## src/jsps_pkg.sv

```systemverilog
`timescale 1ns / 1ps
// Shared types and constants for the joystick servo pulse slew block.
package jsps_pkg;

  localparam int SERVO_COUNT = 4;

  localparam int SEL_W      = 2;
  localparam int VALUE_W    = 12;
  localparam int PULSE_W    = 12;
  localparam int DZ_W       = 11;
  localparam int HYST_W     = 11;
  localparam int STEP_W     = 6;
  localparam int MASK_W     = 4;
  localparam int CFG_IDX_W  = 2;
  localparam int CFG_DATA_W = 11;

  localparam int CENTRE_VALUE  = 2048;
  localparam int NEUTRAL_PULSE = 1500;
  localparam int MIN_PULSE     = 500;
  localparam int PULSE_SPAN    = 2000;
  localparam int FULL_SCALE    = 4095;

  // Product of a reading and the pulse span, and its split at 4096.
  localparam int PROD_W  = 23;
  localparam int QUOT_W  = PROD_W - VALUE_W;

  localparam int MID_DEPTH = 4;
  localparam int OUT_DEPTH = 4;

  localparam logic [DZ_W-1:0]   DEAD_ZONE_RESET  = DZ_W'(180);
  localparam logic [HYST_W-1:0] HYSTERESIS_RESET = HYST_W'(15);
  localparam logic [STEP_W-1:0] SLEW_STEP_RESET  = STEP_W'(5);
  localparam logic [MASK_W-1:0] FAST_MASK_RESET  = MASK_W'(8);

  typedef enum logic [CFG_IDX_W-1:0] {
    REG_DEAD_ZONE  = 2'd0,
    REG_HYSTERESIS = 2'd1,
    REG_SLEW_STEP  = 2'd2,
    REG_FAST_MASK  = 2'd3
  } reg_index_t;

  typedef struct packed {
    logic [DZ_W-1:0]   dead_zone;
    logic [HYST_W-1:0] hysteresis;
    logic [STEP_W-1:0] slew_step;
    logic [MASK_W-1:0] fast_mask;
  } cfg_t;

  // Classified request handed from the front end to the servo update stage.
  typedef struct packed {
    logic [SEL_W-1:0]   servo;
    logic [PULSE_W-1:0] target;
    logic               fast;
  } mid_item_t;

  typedef struct packed {
    logic [SEL_W-1:0]   servo;
    logic [PULSE_W-1:0] pulse;
  } out_item_t;

endpackage

```

## src/jsps_fifo.sv

```systemverilog
`timescale 1ns / 1ps
// Small register-based first-in first-out queue.
module jsps_fifo #(
  parameter int WIDTH = 8,
  parameter int DEPTH = 4
) (
  input  logic             clk,
  input  logic             rst,
  input  logic             wr_en,
  input  logic [WIDTH-1:0] wr_data,
  input  logic             rd_en,
  output logic [WIDTH-1:0] rd_data,
  output logic             full,
  output logic             empty
);

  localparam int PTR_W = (DEPTH > 1) ? $clog2(DEPTH) : 1;
  localparam int CNT_W = $clog2(DEPTH + 1);

  logic [WIDTH-1:0] entries [DEPTH];
  logic [PTR_W-1:0] wr_ptr;
  logic [PTR_W-1:0] rd_ptr;
  logic [CNT_W-1:0] count;

  assign full    = (count == CNT_W'(DEPTH));
  assign empty   = (count == '0);
  assign rd_data = entries[rd_ptr];

  always_ff @(posedge clk) begin
    if (rst) begin
      wr_ptr <= '0;
      rd_ptr <= '0;
      count  <= '0;
    end else begin
      if (wr_en) begin
        wr_ptr <= (wr_ptr == PTR_W'(DEPTH - 1)) ? '0 : wr_ptr + 1'b1;
      end
      if (rd_en) begin
        rd_ptr <= (rd_ptr == PTR_W'(DEPTH - 1)) ? '0 : rd_ptr + 1'b1;
      end
      if (wr_en && !rd_en) begin
        count <= count + 1'b1;
      end else if (rd_en && !wr_en) begin
        count <= count - 1'b1;
      end
    end
  end

  always_ff @(posedge clk) begin
    if (wr_en) begin
      entries[wr_ptr] <= wr_data;
    end
  end

endmodule

```

## src/jsps_front.sv

```systemverilog
`timescale 1ns / 1ps
// Front end: takes joystick requests, drops unknown servos and computes the target pulse.
module jsps_front #(
  parameter int SERVO_COUNT = jsps_pkg::SERVO_COUNT
) (
  input  logic                             clk,
  input  logic                             rst,
  input  logic                             push,
  output logic                             full,
  input  logic [jsps_pkg::SEL_W-1:0]       servo_select,
  input  logic [jsps_pkg::VALUE_W-1:0]     stick_value,
  input  jsps_pkg::cfg_t                   cfg,
  output logic                             mid_push,
  output jsps_pkg::mid_item_t              mid_item,
  input  logic                             mid_full
);

  localparam int VW = jsps_pkg::VALUE_W;
  localparam int PW = jsps_pkg::PULSE_W;
  localparam int QW = jsps_pkg::QUOT_W;

  logic                          a_valid;
  logic [jsps_pkg::SEL_W-1:0]    a_servo;
  logic [jsps_pkg::PROD_W-1:0]   a_prod;
  logic                          a_zone;
  logic                          a_fast;
  logic                          a_load;

  logic [VW-1:0] lo_bound;
  logic [VW-1:0] hi_bound;
  logic          in_zone;
  logic          servo_ok;

  logic [QW-1:0] quot_hi;
  logic [VW:0]   rem_sum;
  logic [QW-1:0] quot;
  logic [PW-1:0] target;

  assign lo_bound = VW'(jsps_pkg::CENTRE_VALUE) - VW'(cfg.dead_zone);
  assign hi_bound = VW'(jsps_pkg::CENTRE_VALUE) + VW'(cfg.dead_zone);
  assign in_zone  = (stick_value > lo_bound) && (stick_value < hi_bound);
  assign servo_ok = (32'(servo_select) < SERVO_COUNT);

  assign mid_push = a_valid && !mid_full;
  assign a_load   = !a_valid || mid_push;
  assign full     = !a_load;

  always_ff @(posedge clk) begin
    if (rst) begin
      a_valid <= 1'b0;
    end else if (a_load) begin
      a_valid <= push && servo_ok;
    end
  end

  always_ff @(posedge clk) begin
    if (a_load) begin
      a_servo <= servo_select;
      a_prod  <= jsps_pkg::PROD_W'(stick_value * 11'(jsps_pkg::PULSE_SPAN));
      a_zone  <= in_zone;
      a_fast  <= cfg.fast_mask[servo_select];
    end
  end

  // Division by 4095: with x = a*4096 + b, x/4095 = a + (a + b >= 4095).
  // The sum stays below twice 4095, so one compare settles the quotient.
  assign quot_hi = a_prod[jsps_pkg::PROD_W-1:VW];
  assign rem_sum = (VW+1)'(quot_hi) + (VW+1)'(a_prod[VW-1:0]);
  assign quot    = quot_hi + QW'(rem_sum >= (VW+1)'(jsps_pkg::FULL_SCALE));
  assign target  = a_zone ? PW'(jsps_pkg::NEUTRAL_PULSE)
                          : PW'(jsps_pkg::MIN_PULSE) + PW'(quot);

  always_comb begin
    mid_item.servo  = a_servo;
    mid_item.target = target;
    mid_item.fast   = a_fast;
  end

endmodule

```

## src/jsps_back.sv

```systemverilog
`timescale 1ns / 1ps
// Back end: per-servo slew limiting, hysteresis and pulse state.
module jsps_back #(
  parameter int SERVO_COUNT = jsps_pkg::SERVO_COUNT
) (
  input  logic                          clk,
  input  logic                          rst,
  input  jsps_pkg::mid_item_t           mid_item,
  input  logic                          mid_empty,
  output logic                          mid_pop,
  input  jsps_pkg::cfg_t                cfg,
  output logic                          res_push,
  output jsps_pkg::out_item_t           res_item,
  input  logic                          res_full
);

  localparam int PW    = jsps_pkg::PULSE_W;
  localparam int IDX_W = (SERVO_COUNT > 1) ? $clog2(SERVO_COUNT) : 1;

  logic [PW-1:0] present [SERVO_COUNT];
  logic [PW-1:0] written [SERVO_COUNT];

  logic [IDX_W-1:0] idx;
  logic [PW-1:0]    cur;
  logic [PW-1:0]    wr;
  logic [PW-1:0]    tgt;
  logic [PW:0]      up;
  logic [PW-1:0]    dn;
  logic [PW-1:0]    slow_next;
  logic [PW-1:0]    nxt;
  logic [PW-1:0]    pulse_gap;
  logic             emit;

  assign idx = IDX_W'(mid_item.servo);
  assign cur = present[idx];
  assign wr  = written[idx];
  assign tgt = mid_item.target;

  assign mid_pop = !mid_empty && !res_full;

  assign up = (PW+1)'(cur) + (PW+1)'(cfg.slew_step);
  assign dn = (cur > PW'(cfg.slew_step)) ? cur - PW'(cfg.slew_step) : '0;

  // A slow servo moves toward the target by one step and never passes it.
  always_comb begin
    if (cur < tgt) begin
      slow_next = (up > (PW+1)'(tgt)) ? tgt : up[PW-1:0];
    end else if (cur > tgt) begin
      slow_next = (dn < tgt) ? tgt : dn;
    end else begin
      slow_next = cur;
    end
  end

  assign nxt       = mid_item.fast ? tgt : slow_next;
  assign pulse_gap = (nxt > wr) ? nxt - wr : wr - nxt;
  assign emit      = (pulse_gap > PW'(cfg.hysteresis));

  assign res_push       = mid_pop && emit;
  assign res_item.servo = mid_item.servo;
  assign res_item.pulse = nxt;

  // A fast servo only follows its target when the change is written out.
  always_ff @(posedge clk) begin
    if (rst) begin
      for (int i = 0; i < SERVO_COUNT; i++) begin
        present[i] <= PW'(jsps_pkg::NEUTRAL_PULSE);
        written[i] <= PW'(jsps_pkg::NEUTRAL_PULSE);
      end
    end else if (mid_pop) begin
      if (!mid_item.fast || emit) begin
        present[idx] <= nxt;
      end
      if (emit) begin
        written[idx] <= nxt;
      end
    end
  end

endmodule

```

## src/joystick_servo_pulse_slew_core.sv

```systemverilog
`timescale 1ns / 1ps
// Top level of the joystick servo pulse slew block.
//
// Takes one joystick request per clock cycle while full is low and gives at
// most one pulse update per request. A request is mapped to a target pulse
// (1500 us inside the dead zone, otherwise 500 + value*2000/4095) in a
// two-step front end, passes through a four-entry queue, and the servo update
// stage then applies slew limiting and hysteresis to the per-servo pulse
// registers in one combinational read-modify-write, so the sustained rate is
// one request per cycle unless the output queue fills. A result passes the
// front-end register, the middle queue and the output queue on its way out.
// Configuration writes take effect at once and belong in idle time.
module joystick_servo_pulse_slew_core #(
  parameter int SERVO_COUNT = jsps_pkg::SERVO_COUNT
) (
  input  logic                              clk,
  input  logic                              rst,
  input  logic                              push,
  output logic                              full,
  input  logic [jsps_pkg::SEL_W-1:0]        servo_select,
  input  logic [jsps_pkg::VALUE_W-1:0]      stick_value,
  output logic                              empty,
  input  logic                              pop,
  output logic [jsps_pkg::SEL_W-1:0]        servo_written,
  output logic [jsps_pkg::PULSE_W-1:0]      pulse_width,
  input  logic                              cfg_we,
  input  logic [jsps_pkg::CFG_IDX_W-1:0]    cfg_index,
  input  logic [jsps_pkg::CFG_DATA_W-1:0]   cfg_data
);

  jsps_pkg::cfg_t      cfg;
  jsps_pkg::mid_item_t mid_in;
  jsps_pkg::mid_item_t mid_out;
  jsps_pkg::out_item_t res_item;
  jsps_pkg::out_item_t out_head;

  logic mid_push;
  logic mid_pop;
  logic mid_full;
  logic mid_empty;
  logic res_push;
  logic res_full;

  always_ff @(posedge clk) begin
    if (rst) begin
      cfg.dead_zone  <= jsps_pkg::DEAD_ZONE_RESET;
      cfg.hysteresis <= jsps_pkg::HYSTERESIS_RESET;
      cfg.slew_step  <= jsps_pkg::SLEW_STEP_RESET;
      cfg.fast_mask  <= jsps_pkg::FAST_MASK_RESET;
    end else if (cfg_we) begin
      case (jsps_pkg::reg_index_t'(cfg_index))
        jsps_pkg::REG_DEAD_ZONE:  cfg.dead_zone  <= cfg_data[jsps_pkg::DZ_W-1:0];
        jsps_pkg::REG_HYSTERESIS: cfg.hysteresis <= cfg_data[jsps_pkg::HYST_W-1:0];
        jsps_pkg::REG_SLEW_STEP:  cfg.slew_step  <= cfg_data[jsps_pkg::STEP_W-1:0];
        jsps_pkg::REG_FAST_MASK:  cfg.fast_mask  <= cfg_data[jsps_pkg::MASK_W-1:0];
        default: ;
      endcase
    end
  end

  jsps_front #(
    .SERVO_COUNT (SERVO_COUNT)
  ) u_front (
    .clk          (clk),
    .rst          (rst),
    .push         (push),
    .full         (full),
    .servo_select (servo_select),
    .stick_value  (stick_value),
    .cfg          (cfg),
    .mid_push     (mid_push),
    .mid_item     (mid_in),
    .mid_full     (mid_full)
  );

  jsps_fifo #(
    .WIDTH ($bits(jsps_pkg::mid_item_t)),
    .DEPTH (jsps_pkg::MID_DEPTH)
  ) u_mid_queue (
    .clk     (clk),
    .rst     (rst),
    .wr_en   (mid_push),
    .wr_data (mid_in),
    .rd_en   (mid_pop),
    .rd_data (mid_out),
    .full    (mid_full),
    .empty   (mid_empty)
  );

  jsps_back #(
    .SERVO_COUNT (SERVO_COUNT)
  ) u_back (
    .clk       (clk),
    .rst       (rst),
    .mid_item  (mid_out),
    .mid_empty (mid_empty),
    .mid_pop   (mid_pop),
    .cfg       (cfg),
    .res_push  (res_push),
    .res_item  (res_item),
    .res_full  (res_full)
  );

  jsps_fifo #(
    .WIDTH ($bits(jsps_pkg::out_item_t)),
    .DEPTH (jsps_pkg::OUT_DEPTH)
  ) u_out_queue (
    .clk     (clk),
    .rst     (rst),
    .wr_en   (res_push),
    .wr_data (res_item),
    .rd_en   (pop && !empty),
    .rd_data (out_head),
    .full    (res_full),
    .empty   (empty)
  );

  assign servo_written = out_head.servo;
  assign pulse_width   = out_head.pulse;

endmodule

```

## config.mk

```make
export PLATFORM = sky130hd
export DESIGN_NAME = joystick_servo_pulse_slew_core
export DESIGN_NICKNAME = d
export VERILOG_FILES = /design/src/jsps_pkg.sv /design/src/jsps_fifo.sv /design/src/jsps_front.sv /design/src/jsps_back.sv /design/src/joystick_servo_pulse_slew_core.sv
export SDC_FILE = /design/constraint.sdc
export NUM_CORES = 1
export LEC_CHECK = 0
export CORE_AREA = 10 10 213 215
export DETAILED_ROUTE_END_ITERATION = 16
export DIE_AREA = 0 0 223 225
export DONT_BUFFER_PORTS = 1
export PLACE_DENSITY = 0.63
export SLEW_MARGIN = 20
export SYNTH_ARGS = -nofsm -noshare
export SYNTH_HDL_FRONTEND = slang
export SYNTH_SLANG_ARGS = --single-unit
```

## constraint.sdc

```tcl
create_clock -name clk -period 11 [get_ports clk]
set_input_delay 0.55 -clock clk [delete_from_list [all_inputs] [get_ports clk]]
set_output_delay 0.55 -clock clk [all_outputs]
set_load 0.02 [all_outputs]
```

==> metrics.txt <==
diode count=0; syn_nets=1845; post-synthesis cell type count=80; synthesized area per cell=between 10 and 15 um2; Iteration-0 DRC Markers=slightly below 800; CP Max Fanout=14; max-cap violations=0; # setup viols final=0; Synth Instances=1597; I/O Pins=48; crit path kind=register to register; Rows=75; H-tree Lvls=1; Top FF cell, synth=edfxtp_1; Setup crit end kind=register; # clock sinks=~290; most frequent cells in the layout=edfxtp_1, ha_1, nand2_1; Post-Route Setup TNS=0 ns; global route total overflow=0; CTS tree=built; worst min path class=input pin to register; run status=finished clean; Post-synth ARST share=0; Worst-path clk slew=~0.070 ns; core area=slightly above 40000 um2; slowest stage delay, CP=0.55 ns; layout cells sized above 1=0.1452; vias in the first global route=between 10k and 15k; Worst Path Required=roughly 11 ns; synthesized flop and latch total=about 290; total track usage=0.1778; Crit-path slowest cell=mux4_2; Final Hold Fails=0; CP Depth=47; R2R Setup Slk=roughly 0.42 ns; Worst Skew=about 0.020 ns; Worst-Margin Slew=about 0.84 ns; Core Util, Final=0.4935; Slew Viols, Final=0; Seq/Total Area, Yosys=0.4440; CTS buffer count=30; min Tclk post-route=~11 ns; final period utilization=0.9617; most common cell after layout, fill and taps aside=edfxtp_1; IO buf count=0; Die Wd=223 um; wire length per cell=just over 20 um; Via density=between 5 and 6; reg2reg end=u_out_queue.count[2]$_SDFFE_PP0P_; die height=roughly 230 um; clk buf depth=3; layout net count=roughly 1.9k; initial antenna violation count=0; post-synth top area share=0.3878; CP most frequent cell=ha_1; Max Clock Freq=roughly 95 MHz; startpoint types=register; Fill cells=roughly 3.7k; EDFF count, synth=235; initial core utilization=0.4397; clock root cell=clkbuf_16; Synth area leader=edfxtp_1; largest cells by area after synthesis=edfxtp_1, ha_1, dfxtp_1, fa_1, mux4_2; CP bufs+invs=6; first-pass GRT wire length=71730 um; Hold-fix buffers, CTS=0; worst reg2reg path depth=47; Worst Path Arrival=11.06 ns; mapped cell area=roughly 18000 um2; CP top delay family=compound AO/OA/AOI/OAI gates; worst setup path end=u_out_queue.count[2]$_SDFFE_PP0P_; gpl congestion=roughly 0.92; drt total wl=approximately 45000 um; Yosys warnings=0; hpwl dp=roughly 35000 um; Final ANT Viol Nets=0; DRC errors left=0; worst-skew pair later-pin latency=approximately 0.57 ns; Worst slew margin=0.4343; largest net degree at the start of global routing=46; Syn-to-layout area delta=12.24%; DIE AREA=around 50000 um2; drt first pass iters=5; DR vias=12.64k
[state kept, by name, summed over array words and instances, names as in the netlist, named ones only]
name / flops
u_mid_queue.rd_ptr: 2
u_mid_queue.entries: 60
u_back.written: 48
u_front.a_servo: 2
u_front.a_valid: 1
u_out_queue.count: 3
u_mid_queue.wr_ptr: 2
u_front.a_fast: 1
cfg: 32
u_out_queue.wr_ptr: 2
u_out_queue.entries: 56
u_front.a_zone: 1
u_back.present: 48
u_out_queue.rd_ptr: 2
u_front.a_prod: 19
u_mid_queue.count: 3
[cell families after synthesis]
kind of cell             Yosys count  share of synthesized area
AO/OA/AOI/OAI                    289                     0.1119
XOR/XNOR                          67                    0.03225
adder cells (fa/ha/maj)          216                     0.1671
buffers and inverters            168                    0.03652
flip-flops                       286                     0.4440
multiplexers                     122                    0.09325
AND/OR/NAND/NOR                  449                     0.1150
[repair_timing]
item                                    in CTS  in global routing
endpoints found under the setup margin       1                225
cloned                                       0                  0
hold endpoints to repair                     0                  0
pin swaps                                    2                 11
buffers inserted                             2                 10
resized for setup                            4                 46
[routing by layer]
metal / global-route usage / up-vias / share of wire
li1: - / 5959 / -
met1: 0.2342 / 6222 / 0.43
met2: 0.2934 / 389 / 0.48
met3: 0.03230 / 68 / 0.066
met4: 0.05078 / 0 / 0.024
met5: 0 / - / 0
[layout make-up]
type	instances	area, um2	area share
sequential	286	8079	0.3956
timing repair buffer	70	549.3	0.02690
clock inverter	15	166.4	0.008149
clock buffer	41	843.3	0.04129
multi-input combinational	1143	9663	0.4732
tap	539	674.4	0.03302
inverter	119	446.7	0.02187
[cell usage after synthesis, drive strengths merged, types with 4 or more instances]
cell type / instances
fa: 45
clkbuf: 28
xnor2: 39
a31oi: 10
a31o: 6
nand2b: 12
nand2: 146
dfxtp: 51
a2111oi: 5
o211ai: 24
nor2: 128
nand4: 21
nand3: 24
o22ai: 5
nand3b: 4
or3: 8
and3: 6
and2: 17
o2111ai: 4
o31ai: 4
nor3b: 5
a21boi: 4
mux2: 18
xor2: 28
nor2b: 18
mux2i: 69
a221oi: 4
ha: 171
inv: 118
a21o: 21
edfxtp: 235
a211o: 6
buf: 21
a21oi: 78
or2: 8
and4: 5
o21a: 20
a211oi: 11
nor4: 7
nor3: 34
mux4: 35
o21bai: 8
o21ai: 55
[how the worst min path moves through the flow]
stage / startpoint / end / depth (start not counted)
floorplan: cfg[14]$_SDFFE_PP0P_ / cfg[14]$_SDFFE_PP0P_ / 2
global placement: cfg[14]$_SDFFE_PP0P_ / cfg[14]$_SDFFE_PP0P_ / 2
detailed placement: cfg[17]$_SDFFE_PP0P_ / cfg[17]$_SDFFE_PP0P_ / 2
CTS: rst / u_out_queue.wr_ptr[0]$_SDFFE_PP0P_ / 1
global route: rst / u_out_queue.wr_ptr[0]$_SDFFE_PP0P_ / 1
finish: rst / u_out_queue.wr_ptr[0]$_SDFFE_PP0P_ / 1
[stage by stage]
stage | worst slack [ns] | hold WS (ns) | std cells | instance area, um2
6_report | 0.4216 | 0.04456 | 2213 | 20420
5_1_grt | -0.07882 | 0.03089 | 2213 | 20420
4_1_cts | 0.01143 | 0.02527 | 2203 | 20160
3_5_place_dp | -0.1454 | 0.4472 | 2145 | 19110
3_3_place_gp | -0.02529 | 0.4387 | 2145 | 19110
2_1_floorplan | 0.03433 | 0.4363 | 1597 | 18220
Power is not shown: default switching activity piles up to over one toggle a cycle in this logic, so the estimate is an artifact.
